**config.mk**
```make
export PLATFORM = sky130hd
export DESIGN_NAME = bytecode_container_deframer
export DESIGN_NICKNAME = d
export VERILOG_FILES = /design/src/hdl/bcd_pkg.sv /design/src/hdl/bcd_apb_regs.sv /design/src/hdl/bcd_parser.sv /design/src/hdl/bcd_out_stage.sv /design/src/hdl/bytecode_container_deframer.sv
export VERILOG_INCLUDE_DIRS = /design/src /design/src/hdl
export SDC_FILE = /design/constraint.sdc
export NUM_CORES = 1
export LEC_CHECK = 0
export ABC_AREA = 1
export CAP_MARGIN = 30
export CORE_UTILIZATION = 25
export CTS_CLUSTER_SIZE = 25
export DETAILED_ROUTE_END_ITERATION = 8
export DONT_BUFFER_PORTS = 1
export GPL_TIMING_DRIVEN = 0
export PLACE_DENSITY = 0.48
export SLEW_MARGIN = 20
export SYNTH_ARGS = -nofsm -noshare
export SYNTH_HDL_FRONTEND = slang
export SYNTH_SLANG_ARGS = --single-unit
export TNS_END_PERCENT = 1
```
**constraint.sdc**
```tcl
create_clock -name i_clk -period 8.29 [get_ports i_clk]
set_clock_uncertainty 0.05 [all_clocks]
set_input_delay 0.4145 -clock i_clk [delete_from_list [all_inputs] [get_ports i_clk]]
set_output_delay 0.4145 -clock i_clk [all_outputs]
set_load 0.05 [all_outputs]
```
**src/hdl/bytecode_container_deframer_macros.svh**
```systemverilog
// assertion macros shared by the deframer modules
`ifndef BYTECODE_CONTAINER_DEFRAMER_MACROS_SVH
`define BYTECODE_CONTAINER_DEFRAMER_MACROS_SVH

// same-cycle implication, checked out of reset
`define BCD_ASSERT_NOW(label, clk, rst_n, ante, cons, msg) \
    label: assert property (@(posedge clk) disable iff (!rst_n) (ante) |-> (cons)) \
        else $error(msg);

// next-cycle implication, checked out of reset
`define BCD_ASSERT_NEXT(label, clk, rst_n, ante, cons, msg) \
    label: assert property (@(posedge clk) disable iff (!rst_n) (ante) |=> (cons)) \
        else $error(msg);

`endif

```
**src/hdl/bcd_pkg.sv**
```systemverilog
// shared types and constants of the bytecode container deframer
package bcd_pkg;

    // byte that selects big endian order at image start
    localparam logic [7:0] ASCII_T = 8'h74;

    // register indexes on the configuration port
    localparam logic [1:0] REG_UNIT_TAG   = 2'd0;
    localparam logic [1:0] REG_OBJECT_TAG = 2'd1;
    localparam logic [1:0] REG_END_TAG    = 2'd2;

    // parse phase, one-hot
    typedef enum logic [10:0] {
        PH_IDLE   = 11'b000_0000_0001,
        PH_UTAG   = 11'b000_0000_0010,
        PH_VER    = 11'b000_0000_0100,
        PH_ENTRY  = 11'b000_0000_1000,
        PH_RTAG   = 11'b000_0001_0000,
        PH_QUAL   = 11'b000_0010_0000,
        PH_HANDLE = 11'b000_0100_0000,
        PH_LEN    = 11'b000_1000_0000,
        PH_PAY    = 11'b001_0000_0000,
        PH_DONE   = 11'b010_0000_0000,
        PH_ERR    = 11'b100_0000_0000
    } t_phase;

    typedef enum logic [1:0] {
        EV_OBJ_HDR   = 2'd0,
        EV_PAYLOAD   = 2'd1,
        EV_UNIT_DONE = 2'd2,
        EV_ERROR     = 2'd3
    } t_event_kind;

    // unit tag code also encodes the all-zero field outside errors
    typedef enum logic [1:0] {
        ERR_UNIT_TAG   = 2'd0,
        ERR_RECORD_TAG = 2'd1,
        ERR_TRUNCATED  = 2'd2
    } t_err_code;

    typedef struct packed {
        logic [31:0] unit_tag;
        logic [31:0] object_tag;
        logic [31:0] end_tag;
    } t_cfg;

    typedef struct packed {
        t_event_kind kind;
        logic [31:0] obj_handle;
        logic [31:0] obj_qualifiers;
        logic [31:0] obj_length;
        logic        msb_first;
        logic [7:0]  payload_byte;
        logic        payload_last;
        logic [31:0] entry_handle;
        t_err_code   error_code;
    } t_result;

endpackage

```
**src/hdl/bcd_apb_regs.sv**
```systemverilog
// configuration register file behind the apb port
module bcd_apb_regs import bcd_pkg::*; (
    input  logic        i_clk,
    input  logic        i_rst_n,
    input  logic        psel,
    input  logic        penable,
    input  logic        pwrite,
    input  logic [3:0]  paddr,
    input  logic [31:0] pwdata,
    output logic [31:0] prdata,
    output logic        pready,
    output t_cfg        o_cfg
);

    logic [31:0] r_unit_tag;
    logic [31:0] r_object_tag;
    logic [31:0] r_end_tag;
    logic        wr_en;
    logic [1:0]  reg_idx;

    assign pready  = 1'b1;
    assign wr_en   = psel & penable & pwrite;
    assign reg_idx = paddr[3:2];

    // register writes, index beyond the list is dropped
    always_ff @(posedge i_clk) begin
        if (!i_rst_n) begin
            r_unit_tag   <= '0;
            r_object_tag <= '0;
            r_end_tag    <= '0;
        end else if (wr_en) begin
            case (reg_idx)
                REG_UNIT_TAG:   r_unit_tag   <= pwdata;
                REG_OBJECT_TAG: r_object_tag <= pwdata;
                REG_END_TAG:    r_end_tag    <= pwdata;
                default: ;
            endcase
        end
    end

    // read mux
    always_comb begin
        case (reg_idx)
            REG_UNIT_TAG:   prdata = r_unit_tag;
            REG_OBJECT_TAG: prdata = r_object_tag;
            REG_END_TAG:    prdata = r_end_tag;
            default:        prdata = '0;
        endcase
    end

    assign o_cfg.unit_tag   = r_unit_tag;
    assign o_cfg.object_tag = r_object_tag;
    assign o_cfg.end_tag    = r_end_tag;

endmodule

```
**src/hdl/bcd_parser.sv**
```systemverilog
// input register, parse state and one-step field decode
`include "bytecode_container_deframer_macros.svh"
module bcd_parser import bcd_pkg::*; (
    input  logic       i_clk,
    input  logic       i_rst_n,
    input  t_cfg       i_cfg,
    input  logic       i_s_tvalid,
    output logic       o_s_tready,
    input  logic [7:0] i_s_byte,
    input  logic       i_s_first,
    input  logic       i_s_last,
    input  logic       i_out_free,
    output logic       o_load,
    output t_result    o_res
);

    // input register
    logic        r_in_valid;
    logic [7:0]  r_in_byte;
    logic        r_in_first;
    logic        r_in_last;

    // parse state
    t_phase      r_phase;
    logic [1:0]  r_bif;
    logic [31:0] r_wa;
    logic        r_order;
    logic [31:0] r_rem;
    logic [31:0] r_qual;
    logic [31:0] r_hdl;
    logic [31:0] r_entry;

    // state after an optional restart
    t_phase      s_phase;
    logic [1:0]  s_bif;
    logic [31:0] s_wa;
    logic        s_order;
    logic [31:0] s_rem;
    logic [31:0] s_qual;
    logic [31:0] s_hdl;
    logic [31:0] s_entry;

    // next state
    t_phase      n_phase;
    logic [1:0]  n_bif;
    logic [31:0] n_wa;
    logic [31:0] n_rem;
    logic [31:0] n_qual;
    logic [31:0] n_hdl;
    logic [31:0] n_entry;

    logic        advance;
    logic        active;
    logic        have;
    logic [31:0] base;
    logic [31:0] word;
    t_result     res;

    assign advance    = r_in_valid & i_out_free;
    assign o_s_tready = ~r_in_valid | advance;

    // input register
    always_ff @(posedge i_clk) begin
        if (!i_rst_n) begin
            r_in_valid <= 1'b0;
        end else if (o_s_tready) begin
            r_in_valid <= i_s_tvalid;
        end
    end

    always_ff @(posedge i_clk) begin
        if (o_s_tready && i_s_tvalid) begin
            r_in_byte  <= i_s_byte;
            r_in_first <= i_s_first;
            r_in_last  <= i_s_last;
        end
    end

    // bytes outside an image are dropped unless they start one
    assign active = r_in_first | (r_phase inside {PH_UTAG, PH_VER, PH_ENTRY, PH_RTAG,
                                                  PH_QUAL, PH_HANDLE, PH_LEN, PH_PAY});

    // restart on a first mark
    always_comb begin
        s_phase = r_phase;
        s_bif   = r_bif;
        s_wa    = r_wa;
        s_order = r_order;
        s_rem   = r_rem;
        s_qual  = r_qual;
        s_hdl   = r_hdl;
        s_entry = r_entry;
        if (r_in_first) begin
            s_phase = PH_UTAG;
            s_bif   = '0;
            s_wa    = '0;
            s_order = (r_in_byte == ASCII_T);
            s_rem   = '0;
            s_qual  = '0;
            s_hdl   = '0;
            s_entry = '0;
        end
    end

    // word assembly in the selected byte order
    always_comb begin
        base = (s_bif == 2'd0) ? 32'd0 : s_wa;
        if (s_order) begin
            word = {base[23:0], r_in_byte};
        end else begin
            word = base | ({24'd0, r_in_byte} << {s_bif, 3'b000});
        end
    end

    // field decode and result
    always_comb begin
        n_phase = s_phase;
        n_bif   = s_bif;
        n_wa    = s_wa;
        n_rem   = s_rem;
        n_qual  = s_qual;
        n_hdl   = s_hdl;
        n_entry = s_entry;
        have    = 1'b0;
        res     = '0;
        res.kind       = EV_OBJ_HDR;
        res.error_code = ERR_UNIT_TAG;

        if (s_phase == PH_PAY) begin
            // payload byte passes through
            have             = 1'b1;
            res.kind         = EV_PAYLOAD;
            res.payload_byte = r_in_byte;
            res.payload_last = (s_rem == 32'd1);
            n_rem            = s_rem - 32'd1;
            if (s_rem == 32'd1) begin
                n_phase = PH_RTAG;
            end
        end else begin
            n_wa  = word;
            n_bif = s_bif + 2'd1;
            if (s_bif == 2'd3) begin
                case (s_phase)
                    PH_UTAG: begin
                        if (word != i_cfg.unit_tag) begin
                            have           = 1'b1;
                            res.kind       = EV_ERROR;
                            res.error_code = ERR_UNIT_TAG;
                            n_phase        = PH_ERR;
                        end else begin
                            n_phase = PH_VER;
                        end
                    end
                    PH_VER: n_phase = PH_ENTRY;
                    PH_ENTRY: begin
                        n_entry = word;
                        n_phase = PH_RTAG;
                    end
                    PH_RTAG: begin
                        // end tag wins over object tag
                        if (word == i_cfg.end_tag) begin
                            have             = 1'b1;
                            res.kind         = EV_UNIT_DONE;
                            res.entry_handle = s_entry;
                            n_phase          = PH_DONE;
                        end else if (word == i_cfg.object_tag) begin
                            n_phase = PH_QUAL;
                        end else begin
                            have           = 1'b1;
                            res.kind       = EV_ERROR;
                            res.error_code = ERR_RECORD_TAG;
                            n_phase        = PH_ERR;
                        end
                    end
                    PH_QUAL: begin
                        n_qual  = word;
                        n_phase = PH_HANDLE;
                    end
                    PH_HANDLE: begin
                        n_hdl   = word;
                        n_phase = PH_LEN;
                    end
                    PH_LEN: begin
                        have           = 1'b1;
                        res.kind       = EV_OBJ_HDR;
                        res.obj_length = word;
                        n_rem          = word;
                        n_phase        = (word == 32'd0) ? PH_RTAG : PH_PAY;
                    end
                    default: n_phase = s_phase;
                endcase
            end
        end

        // image ends before it is complete
        if (r_in_last && n_phase != PH_DONE && n_phase != PH_ERR) begin
            have           = 1'b1;
            res.kind       = EV_ERROR;
            res.error_code = ERR_TRUNCATED;
            n_phase        = PH_ERR;
        end

        // errors clear the length, payload and entry fields, other events carry no code
        if (res.kind == EV_ERROR) begin
            res.obj_length   = '0;
            res.payload_byte = '0;
            res.payload_last = 1'b0;
            res.entry_handle = '0;
        end else begin
            res.error_code = ERR_UNIT_TAG;
        end

        res.obj_handle     = n_hdl;
        res.obj_qualifiers = n_qual;
        res.msb_first      = s_order;
    end

    // parse state update
    always_ff @(posedge i_clk) begin
        if (!i_rst_n) begin
            r_phase <= PH_IDLE;
            r_bif   <= '0;
            r_wa    <= '0;
            r_order <= 1'b0;
            r_rem   <= '0;
            r_qual  <= '0;
            r_hdl   <= '0;
            r_entry <= '0;
        end else if (advance && active) begin
            r_phase <= n_phase;
            r_bif   <= n_bif;
            r_wa    <= n_wa;
            r_order <= s_order;
            r_rem   <= n_rem;
            r_qual  <= n_qual;
            r_hdl   <= n_hdl;
            r_entry <= n_entry;
        end
    end

    assign o_load = advance & active & have;
    assign o_res  = res;

    // checks
    `BCD_ASSERT_NEXT(a_idle_byte_no_change, i_clk, i_rst_n,
                     advance && !active,
                     $stable(r_phase),
                     "dropped item changed the phase")
    `BCD_ASSERT_NEXT(a_last_payload_to_tag, i_clk, i_rst_n,
                     advance && r_phase == PH_PAY && !r_in_first && !r_in_last
                         && r_rem == 32'd1,
                     r_phase == PH_RTAG,
                     "final payload byte did not return to record tag")

endmodule

```
**src/hdl/bcd_out_stage.sv**
```systemverilog
// result register toward the output stream
`include "bytecode_container_deframer_macros.svh"
module bcd_out_stage import bcd_pkg::*; (
    input  logic    i_clk,
    input  logic    i_rst_n,
    input  logic    i_load,
    input  t_result i_res,
    output logic    o_free,
    input  logic    i_m_tready,
    output logic    o_m_tvalid,
    output t_result o_res
);

    logic    r_out_valid;
    t_result r_out;

    assign o_free     = ~r_out_valid | i_m_tready;
    assign o_m_tvalid = r_out_valid;
    assign o_res      = r_out;

    // valid flag
    always_ff @(posedge i_clk) begin
        if (!i_rst_n) begin
            r_out_valid <= 1'b0;
        end else if (o_free) begin
            r_out_valid <= i_load;
        end
    end

    // result payload
    always_ff @(posedge i_clk) begin
        if (o_free && i_load) begin
            r_out <= i_res;
        end
    end

    // checks
    `BCD_ASSERT_NOW(a_error_fields_clear, i_clk, i_rst_n, r_out_valid && r_out.kind == EV_ERROR, r_out.obj_length == 32'd0 && r_out.entry_handle == 32'd0 && r_out.payload_byte == 8'd0 && !r_out.payload_last, "error item carries stray fields")
    `BCD_ASSERT_NOW(a_code_only_on_error, i_clk, i_rst_n, r_out_valid && r_out.kind != EV_ERROR, r_out.error_code == ERR_UNIT_TAG, "error code set on a non-error item")

endmodule

```
**src/hdl/bytecode_container_deframer.sv**
```systemverilog
// top level of the bytecode container deframer
// Takes an image one byte per item and emits object headers, payload bytes, a
// unit-complete item with the entry handle, or an error item. A byte marked first
// (s_axis_tuser) restarts parsing; a byte marked last (s_axis_tlast) that leaves the
// image unfinished gives a truncation error. Throughput is one byte per clock cycle
// while the output is not stalled; an item passes an input register, one decode step
// and a result register. Bytes that start no image and belong to none (idle, done,
// error) give no item. Tag registers are to be written over the apb port only while
// the stream is idle; the block itself does not enforce this.
module bytecode_container_deframer import bcd_pkg::*; (
    input  logic         i_clk,
    input  logic         i_rst_n,
    // configuration
    input  logic         psel,
    input  logic         penable,
    input  logic         pwrite,
    input  logic [3:0]   paddr,
    input  logic [31:0]  pwdata,
    output logic [31:0]  prdata,
    output logic         pready,
    // image bytes
    input  logic         s_axis_tvalid,
    output logic         s_axis_tready,
    input  logic [7:0]   s_axis_tdata,   // [7:0] data_byte
    input  logic         s_axis_tuser,   // [0] first_byte
    input  logic         s_axis_tlast,   // last_byte
    // parse events
    output logic         m_axis_tvalid,
    input  logic         m_axis_tready,
    // [31:0] obj_handle, [63:32] obj_qualifiers, [95:64] obj_length, [96] msb_first,
    // [104:97] payload_byte, [136:105] entry_handle, [138:137] error_code, rest zero
    output logic [143:0] m_axis_tdata,
    output logic [1:0]   m_axis_tuser,   // [1:0] event_kind
    output logic         m_axis_tlast    // payload_last
);

    t_cfg    cfg;
    t_result res;
    t_result out_res;
    logic    load;
    logic    out_free;

    bcd_apb_regs u_regs (
        .i_clk   (i_clk),
        .i_rst_n (i_rst_n),
        .psel    (psel),
        .penable (penable),
        .pwrite  (pwrite),
        .paddr   (paddr),
        .pwdata  (pwdata),
        .prdata  (prdata),
        .pready  (pready),
        .o_cfg   (cfg)
    );

    bcd_parser u_parser (
        .i_clk      (i_clk),
        .i_rst_n    (i_rst_n),
        .i_cfg      (cfg),
        .i_s_tvalid (s_axis_tvalid),
        .o_s_tready (s_axis_tready),
        .i_s_byte   (s_axis_tdata),
        .i_s_first  (s_axis_tuser),
        .i_s_last   (s_axis_tlast),
        .i_out_free (out_free),
        .o_load     (load),
        .o_res      (res)
    );

    bcd_out_stage u_out (
        .i_clk      (i_clk),
        .i_rst_n    (i_rst_n),
        .i_load     (load),
        .i_res      (res),
        .o_free     (out_free),
        .i_m_tready (m_axis_tready),
        .o_m_tvalid (m_axis_tvalid),
        .o_res      (out_res)
    );

    // pack the result item onto the stream
    assign m_axis_tuser = out_res.kind;
    assign m_axis_tlast = out_res.payload_last;
    assign m_axis_tdata = {5'd0,
                           out_res.error_code,
                           out_res.entry_handle,
                           out_res.payload_byte,
                           out_res.msb_first,
                           out_res.obj_length,
                           out_res.obj_qualifiers,
                           out_res.obj_handle};

endmodule

```
==> qor.csv, run 1 <==
stage;metric;value;unit
run_status;status;completed;
yosys;synth_seq_cells;424;
cells_and_area;post-route-util;30.13;%
critical_path;crit_family;simple AND/OR/NAND/NOR gates;
placed_design;numPortBuffers;0;
cells_and_area;multi_input_area;9973;sq um
timing;period_minus_slack;6.064;ns
floorplan;rows;107;
cells_and_area;fin_nets;3216;
critical_path;worstReg2RegEnd;u_out.o_res[14];
cells_and_area;ff_latch_area;10010;sq um
floorplan;coreArea;85680;sq um
clock_tree;h-tree-depth;2;
critical_path;reg2regPathDepth;23;
pwr;p_leak;10.40;nW
critical_path;cp_slowest_cell;inv_1;
clock_tree;clk_pin_slew;0.06;ns
grt;grtUsageMet3;3.630;%
grt;grt_util_all_layers;21.95;%
floorplan;initial_utilization;25.42;%
grt;grt_pass1_wl;143.8;mm
critical_path;cp.arrival;6.30;ns
clock_tree;cts_buffers;54;
critical_path;critical_path_buf_inv_count;5;
grt;gr-usage-met1;29.69;%
critical_path;path_common_cell;nand2_1;
grt;met2_usage;34.77;%
floorplan;io_pins;235;
timing;rsz0062_at_grt;no;
yosys;syn_area;21780;sq um
grt;grt-busiest-layer;met2;
pwr;peakVddDrop;153.5;uV
pwr;power_density;206.0;nW/um^2
timing;drv_slew;0;
clock_tree;cts_tree;built;
placed_design;place_congestion;0.9774;
yosys;ys_top_cells_by_area;dfxtp_1 25%, edfxtp_1 21%, nand2_1 15%;
yosys;synth_flop_cell;dfxtp_1;
min_path;hold_end;u_parser.r_entry[22];
timing;finalSetupTns;0;ns
route;detail-route-antenna-nets;0;
clock_tree;cts_root_buf;clkbuf_16;
critical_path;worst-endpoint-required;8.53;ns
critical_path;worstSetupEndpointType;flop;
clock_tree;clockBufferDepth;3;
grt;grt_max_degree;88;
timing;slew_headroom;34.35;%
yosys;yosysTopAreaCellShare;25.00;%
cells_and_area;syn2layout_area_growth;18.53;%
grt;antenna_found_initial;3;
critical_path;worstPathMaxFanout;87;
min_path;min_path_type;in2reg;
flow_run;max-cap-violations;0;
route;vias_per_cell;5.038;
timing;setup_slack;2.226;ns
critical_path;rr_startpoint;u_parser.r_in_byte[3];
critical_path;cp_cell_sequence;inv_1, nand2_1, nor2_1, nand3_2, buf_4, nand3_1, nand2_1, inv_1, nand2_1, nand2_1, nand2_1, nor2_1, nand2_1, nor2_1, nand3_1, a21oi_1, nor2_1, nand3_1, nand3_2, nand2_1, nand2_1, inv_8, buf_16;
clock_tree;cts_resized;0;
yosys;syn-instance-count;3046;
floorplan;die_y;297.2;um
timing;fin_hold_ws;0.1592;ns
cells_and_area;layout-drive-gt1-share;6.299;%
route;wl_per_cell;23.21;um
yosys;ys_types;45;
timing;setup_viol;0;
timing;max_freq;164.9;MHz
route;totalWireLength;101.1;mm
min_path;min_from;i_rst_n;
yosys;synth-edff-count;152;
route;first_iter_violations;2221;
critical_path;r2r_slack;2.23;ns
timing;fin_crit_sh;73.15;%
grt;grt_overflow;0;
route;drtPass1Iterations;8;
cells_and_area;stdcell_area;25810;sq um
critical_path;crit_type;reg2reg;
floorplan;dieArea;88300;sq um
yosys;async_flop_share;0;%
yosys;ys_seq_area_share;45.96;%
placed_design;dp_hpwl;76.45;mm
cells_and_area;final_common_cell;nand2_1;
placed_design;place_area;23470;sq um
cells_and_area;fillCellCount;9445;
route;drc;0;
yosys;ys_warn_count;0;
min_path;hold_depth;3;
clock_tree;clk_latency;0.65;ns
clock_tree;numClockSinks;424;
route;num_vias;21939;
yosys;yosysTopAreaCell;dfxtp_1;
floorplan;dieWidth;297.2;um
yosys;synth.avg_cell_area;7.150;sq um
timing;tightest_slew;0.9811;ns
grt;grt_pass1_vias;20383;
cells_and_area;layout_common_cells;848 x nand2_1, 303 x o21ai_0, 292 x inv_1, 272 x a21oi_1, 272 x dfxtp_1;
placed_design;dp_slack;2.315;ns
critical_path;startpoint_type;flop;
timing;final_hold_viol_count;0;
critical_path;max_stage_delay;0.64;ns
-- how the worst max path moves through the flow --
stage | slack, ns | startpoint | to | depth (start not counted)
floorplan | 2.52 | u_parser.r_in_byte[3] | u_out.o_res[0] | 24
global placement | -1.20 | u_parser.r_in_byte[3] | u_out.o_res[22] | 22
detailed placement | 2.32 | u_parser.r_in_byte[3] | u_out.o_res[31] | 23
CTS | 2.27 | u_parser.r_in_byte[3] | u_out.o_res[23] | 23
global route | 1.98 | u_parser.r_in_byte[3] | u_out.o_res[19] | 23
finish | 2.23 | u_parser.r_in_byte[3] | u_out.o_res[14] | 23
-- worst register-to-register path: cells and delay by family (launching register included) --
family | cells | cell delay (ns)
AOI/OAI and AO/OA | 1 | 0.21
buffers and inverters | 5 | 1.99
DFF | 1 | 0.53
and+or+nand+nor | 17 | 2.82
-- cells in the mapped netlist (2+ instances only) --
| library cell | count |
|---|---|
| nand4_1 | 19 |
| nor3_2 | 12 |
| a221oi_1 | 4 |
| o211ai_1 | 13 |
| clkinv_1 | 5 |
| xnor2_1 | 5 |
| nand2_2 | 17 |
| xor2_1 | 16 |
| nand3_1 | 251 |
| a31oi_1 | 24 |
| clkbuf_1 | 131 |
| o21ai_0 | 303 |
| nor3_1 | 20 |
| inv_2 | 7 |
| or2_2 | 2 |
| nor4_1 | 2 |
| o221ai_1 | 43 |
| buf_4 | 15 |
| conb_1 | 2 |
| ha_1 | 2 |
| a21oi_1 | 272 |
| buf_2 | 15 |
| nor2_1 | 262 |
| buf_6 | 7 |
| dfxtp_1 | 272 |
| nand3_2 | 4 |
| edfxtp_1 | 152 |
| a211oi_1 | 2 |
| buf_1 | 12 |
| nand2_1 | 848 |
| inv_1 | 293 |
-- report_power, final --
part           switching (mW)  internal, mW
Clock                    1.05          1.51
Sequential             0.0344          2.19
Combinational           0.402         0.132
Total                    1.49          3.83
-- per-stage QoR --
step | cells | total power [mW]
3_3_place_gp | 4194 | 2.758
6_report | 4355 | 5.317
4_1_cts | 4351 | 5.342
3_5_place_dp | 4205 | 2.762
5_1_grt | 4353 | 5.465
2_1_floorplan | 3050 | 2.565
-- flip-flops by register name, summed over array words and instances, names as in the netlist --
signal               flops
u_parser.r_order         1
u_parser.r_in_valid      1
u_regs.r_end_tag        32
u_parser.r_in_byte       8
u_parser.r_phase        11
u_parser.r_in_first      1
u_parser.r_in_last       1
u_parser.r_entry        32
u_parser.r_hdl          32
u_out.o_res            142
u_parser.r_wa           32
u_regs.r_unit_tag       32
u_regs.r_object_tag     32
u_out.o_m_tvalid         1
u_parser.r_qual         32
u_parser.r_bif           2
u_parser.r_rem          32
-- final cells by class --
cell class                      count  area share, %
Tap cell                         1144          5.545
Buffer                            180          3.112
Multi-Input combinational cell   2141          38.63
Inverter                          305          4.464
Sequential cell                   424          38.77
Clock inverter                     37          1.696
Antenna cell                        4        0.03877
Clock buffer                       65          5.632
Timing Repair Buffer               55          2.104
-- cell families (layout without fill, tap and decap cells) --
family,count (synthesis),after routing,share of synthesized area (%)
other,2,10,0.03448
and+or+nand+nor,1442,1442,27.47
xor gates and xnor gates,21,21,0.8445
AOI/OAI and AO/OA,670,670,16.63
adders and majority gates,2,2,0.1149
buffers and inverters,485,642,8.945
DFF,424,424,45.96
-- layer usage --
metal | routed length, um | up-vias
li1 | - | 10319
met2 | 45100 | 922
met5 | 0 | -
met3 | 7281 | 152
met1 | 44930 | 10546
met4 | 3775 | 0
-- repair_timing --
item                      CTS  global route
hold endpoints to repair  108             0
buffers inserted            0             0
hold buffers               44             0
Note: power is estimated with default switching activity, not from simulation.
==> run 2: changes to the inputs <==
Clock period 8.29 ns to 5.9 ns, I/O delays scaled along.
==> run 2 against run 1 <==
Effect of this change: critical path depth increased by 3; global-route usage unchanged; highest routed layer unchanged; non-clock buffer count unchanged; worst setup slack got worse by 2.0 ns; register-to-register slack got worse by 2.0 ns; sequential power increased by 41%; final area about the same; fmax increased by 6.9%.
==> qor.csv, run 2 (same netlist as run 1, synthesis figures left out) <==
stage;metric;value;unit;change
critical_path;worstPathMaxFanout;87;;unchanged
cells_and_area;stdcell_area;25840;sq um;about the same
pwr;peakVddDrop;214.2;uV;+40%
critical_path;startpoint_type;flop;;
clock_tree;clockBufferDepth;3;;unchanged
cells_and_area;final_common_cell;nand2_1;;
route;detail-route-antenna-nets;0;;unchanged
placed_design;place_area;23470;sq um;unchanged
critical_path;max_stage_delay;0.53;ns;-0.11 ns
critical_path;cp_slowest_cell;edfxtp_1;;
pwr;finalPower;7.468;mW;+40%
pwr;power_density;289.0;nW/um^2;+40%
timing;period_minus_slack;5.675;ns;-0.3899 ns
pwr;power.internal;5.377;mW;+41%
route;wl_per_cell;23.19;um;-0.11%
clock_tree;clk_latency;0.65;ns;about the same
critical_path;crit_type;reg2reg;;
clock_tree;clk_pin_slew;0.06;ns;about the same
clock_tree;cts_tree;built;;
critical_path;path_common_cell;nand2_1;;
clock_tree;numClockSinks;424;;unchanged
route;drtPass1Iterations;6;;-2
critical_path;worstSetupEndpointType;flop;;
floorplan;dieArea;88300;sq um;unchanged
cells_and_area;syn2layout_area_growth;18.63;%;about the same
clock_tree;cts_setup_buffers;0;;unchanged
placed_design;numPortBuffers;0;;unchanged
route;first_iter_violations;2276;;+2.5%
timing;final_hold_viol_count;0;;unchanged
cells_and_area;fillCellCount;9448;;+0.032%
floorplan;io_pins;235;;unchanged
clock_tree;cts_root_buf;clkbuf_16;;
min_path;min_path_type;in2reg;;
pwr;combinationalPowerShare;10.1;%;about the same
grt;grt_pass1_vias;20385;;+0.0098%
timing;max_freq;176.2;MHz;+6.9%
pwr;seqPwrFrac;41.8;%;about the same
grt;grt_pass1_wl;143.8;mm;about the same
cells_and_area;layout-drive-gt1-share;6.486;%;+0.19 points
flow_run;max-cap-violations;0;;unchanged
critical_path;critical_path_buf_inv_count;5;;unchanged
floorplan;initial_utilization;25.42;%;unchanged
floorplan;coreArea;85680;sq um;unchanged
floorplan;dieWidth;297.2;um;unchanged
critical_path;worst-endpoint-required;6.17;ns;-2.36 ns
timing;drv_slew;0;;unchanged
pwr;p_leak;10.40;nW;about the same
clock_tree;cts_buffers;54;;unchanged
timing;setup_viol;0;;unchanged
cells_and_area;fin_cells;4355;;unchanged
placed_design;placedCellCount;4205;;unchanged
timing;slew_headroom;34.91;%;+0.55 points
clock_tree;h-tree-depth;2;;unchanged
pwr;switchingPower;2.091;mW;+40%
critical_path;cp.arrival;5.95;ns;-0.35 ns
cells_and_area;layout_common_cells;843 x nand2_1, 303 x o21ai_0, 291 x inv_1, 272 x a21oi_1, 272 x dfxtp_1;;
route;drc;0;;unchanged
cells_and_area;fin_nets;3216;;unchanged
grt;antenna_found_initial;3;;unchanged
placed_design;dp_hpwl;76.45;mm;unchanged
run_status;status;completed;;
grt;grt_util_all_layers;21.95;%;unchanged
placed_design;place_congestion;0.9774;;unchanged
pwr;pwr-share-clk;48.2;%;about the same
route;num_vias;21980;;+0.19%
critical_path;crit_family;simple AND/OR/NAND/NOR gates;;
grt;grt_max_degree;88;;unchanged
floorplan;die_y;297.2;um;unchanged
route;vias_per_cell;5.047;;+0.19%
pwr;p_sw_share;28.00;%;-0.032 points
floorplan;rows;107;;unchanged
cells_and_area;largest_register_ffs;142;;unchanged
timing;tightest_slew;0.9728;ns;-0.008267 ns
route;totalWireLength;101.0;mm;-0.11%
timing;fin_crit_sh;96.18;%;+23 points
grt;grt_overflow;0;;unchanged
==> run 2: what timing repair did <==
action / in CTS / in global routing
resized for setup: 1 / 6
setup endpoints to repair: 56 / 56
hold endpoints to repair: 108 / 0
hold buffers: 44 / 0
==> run 2: worst paths after layout <==
kind,slack [ns],endpoint,startpoint,cells after the start
worst min-delay path,0.04,u_parser.r_entry[22],i_rst_n,3
worst max-delay path,0.23,u_out.o_res[14],u_parser.r_in_byte[3],26
worst min register to register,0.41,u_parser.r_wa[24],u_parser.r_wa[24],2
worst max register to register,0.23,u_out.o_res[14],u_parser.r_in_byte[3],26
==> run 2: cell type report <==
class / count / area (sq um) / area share (%)
Antenna cell: 4 / 10.01 / 0.03874
Inverter: 305 / 1161 / 4.494
Clock inverter: 37 / 437.9 / 1.695
Sequential cell: 424 / 10010 / 38.74
Tap cell: 1144 / 1431 / 5.540
Buffer: 180 / 803.3 / 3.109
Clock buffer: 65 / 1454 / 5.627
Multi-Input combinational cell: 2141 / 9986 / 38.65
Timing Repair Buffer: 55 / 543.0 / 2.102
==> run 2: through the flow <==
stage | setup WS, ns | util (%) | hold slack [ns] | setup TNS [ns]
final | 0.2255 | 30.15 | 0.03956 | 0
after global routing | -0.01493 | 30.15 | 0.05544 | -0.3322
after CTS | 0.03003 | 30.12 | 0.006746 | 0
after detailed placement | -0.07488 | 27.39 | 0.3440 | -3.691
after global placement | -3.590 | 27.11 | 0.3440 | -505.14
after floorplan | 0.1282 | - | 0.3439 | 0
==> run 2: worst reg2reg max path, cell delays in order (launching register included) <==
cell and delay (ns):
edfxtp_1 0.53, inv_1 0.35, nand2_1 0.09, nor2_1 0.14, nand3_2 0.11, buf_4 0.20
nand3_1 0.29, nand2_2 0.33, clkinvlp_4 0.39, nand2_1 0.09, nand2_1 0.12, nand2_1 0.07
nor2_1 0.10, nand2_1 0.06, nor2_1 0.45, nand2_1 0.12, nand2_1 0.10, nand2_1 0.07
nand2_2 0.11, nand2_1 0.09, nand2_1 0.08, nand3_1 0.10, nand3_2 0.18, nand2_1 0.07
nand2_1 0.22, clkinv_8 0.40, buf_16 0.36
==> run 2: per-layer routing <==
metal	GRT usage (%)	vias to the layer above	wire length (um)
met5	0	-	0
met4	8.530	0	3885
met2	34.77	930	45140
li1	-	10331	-
met3	3.630	153	7182
met1	29.69	10566	44770
==> run 2: power groups by stage <==
| stage | Sequential [mW] | Clock [mW] | Combinational [mW] |
|---|---|---|---|
| global placement | 3.18 | 0 | 0.691 |
| global route | 3.12 | 3.75 | 0.807 |
| finish | 3.12 | 3.60 | 0.751 |
| CTS | 3.12 | 3.65 | 0.737 |
| detailed placement | 3.18 | 0 | 0.701 |
| floorplan | 3.17 | 0 | 0.436 |
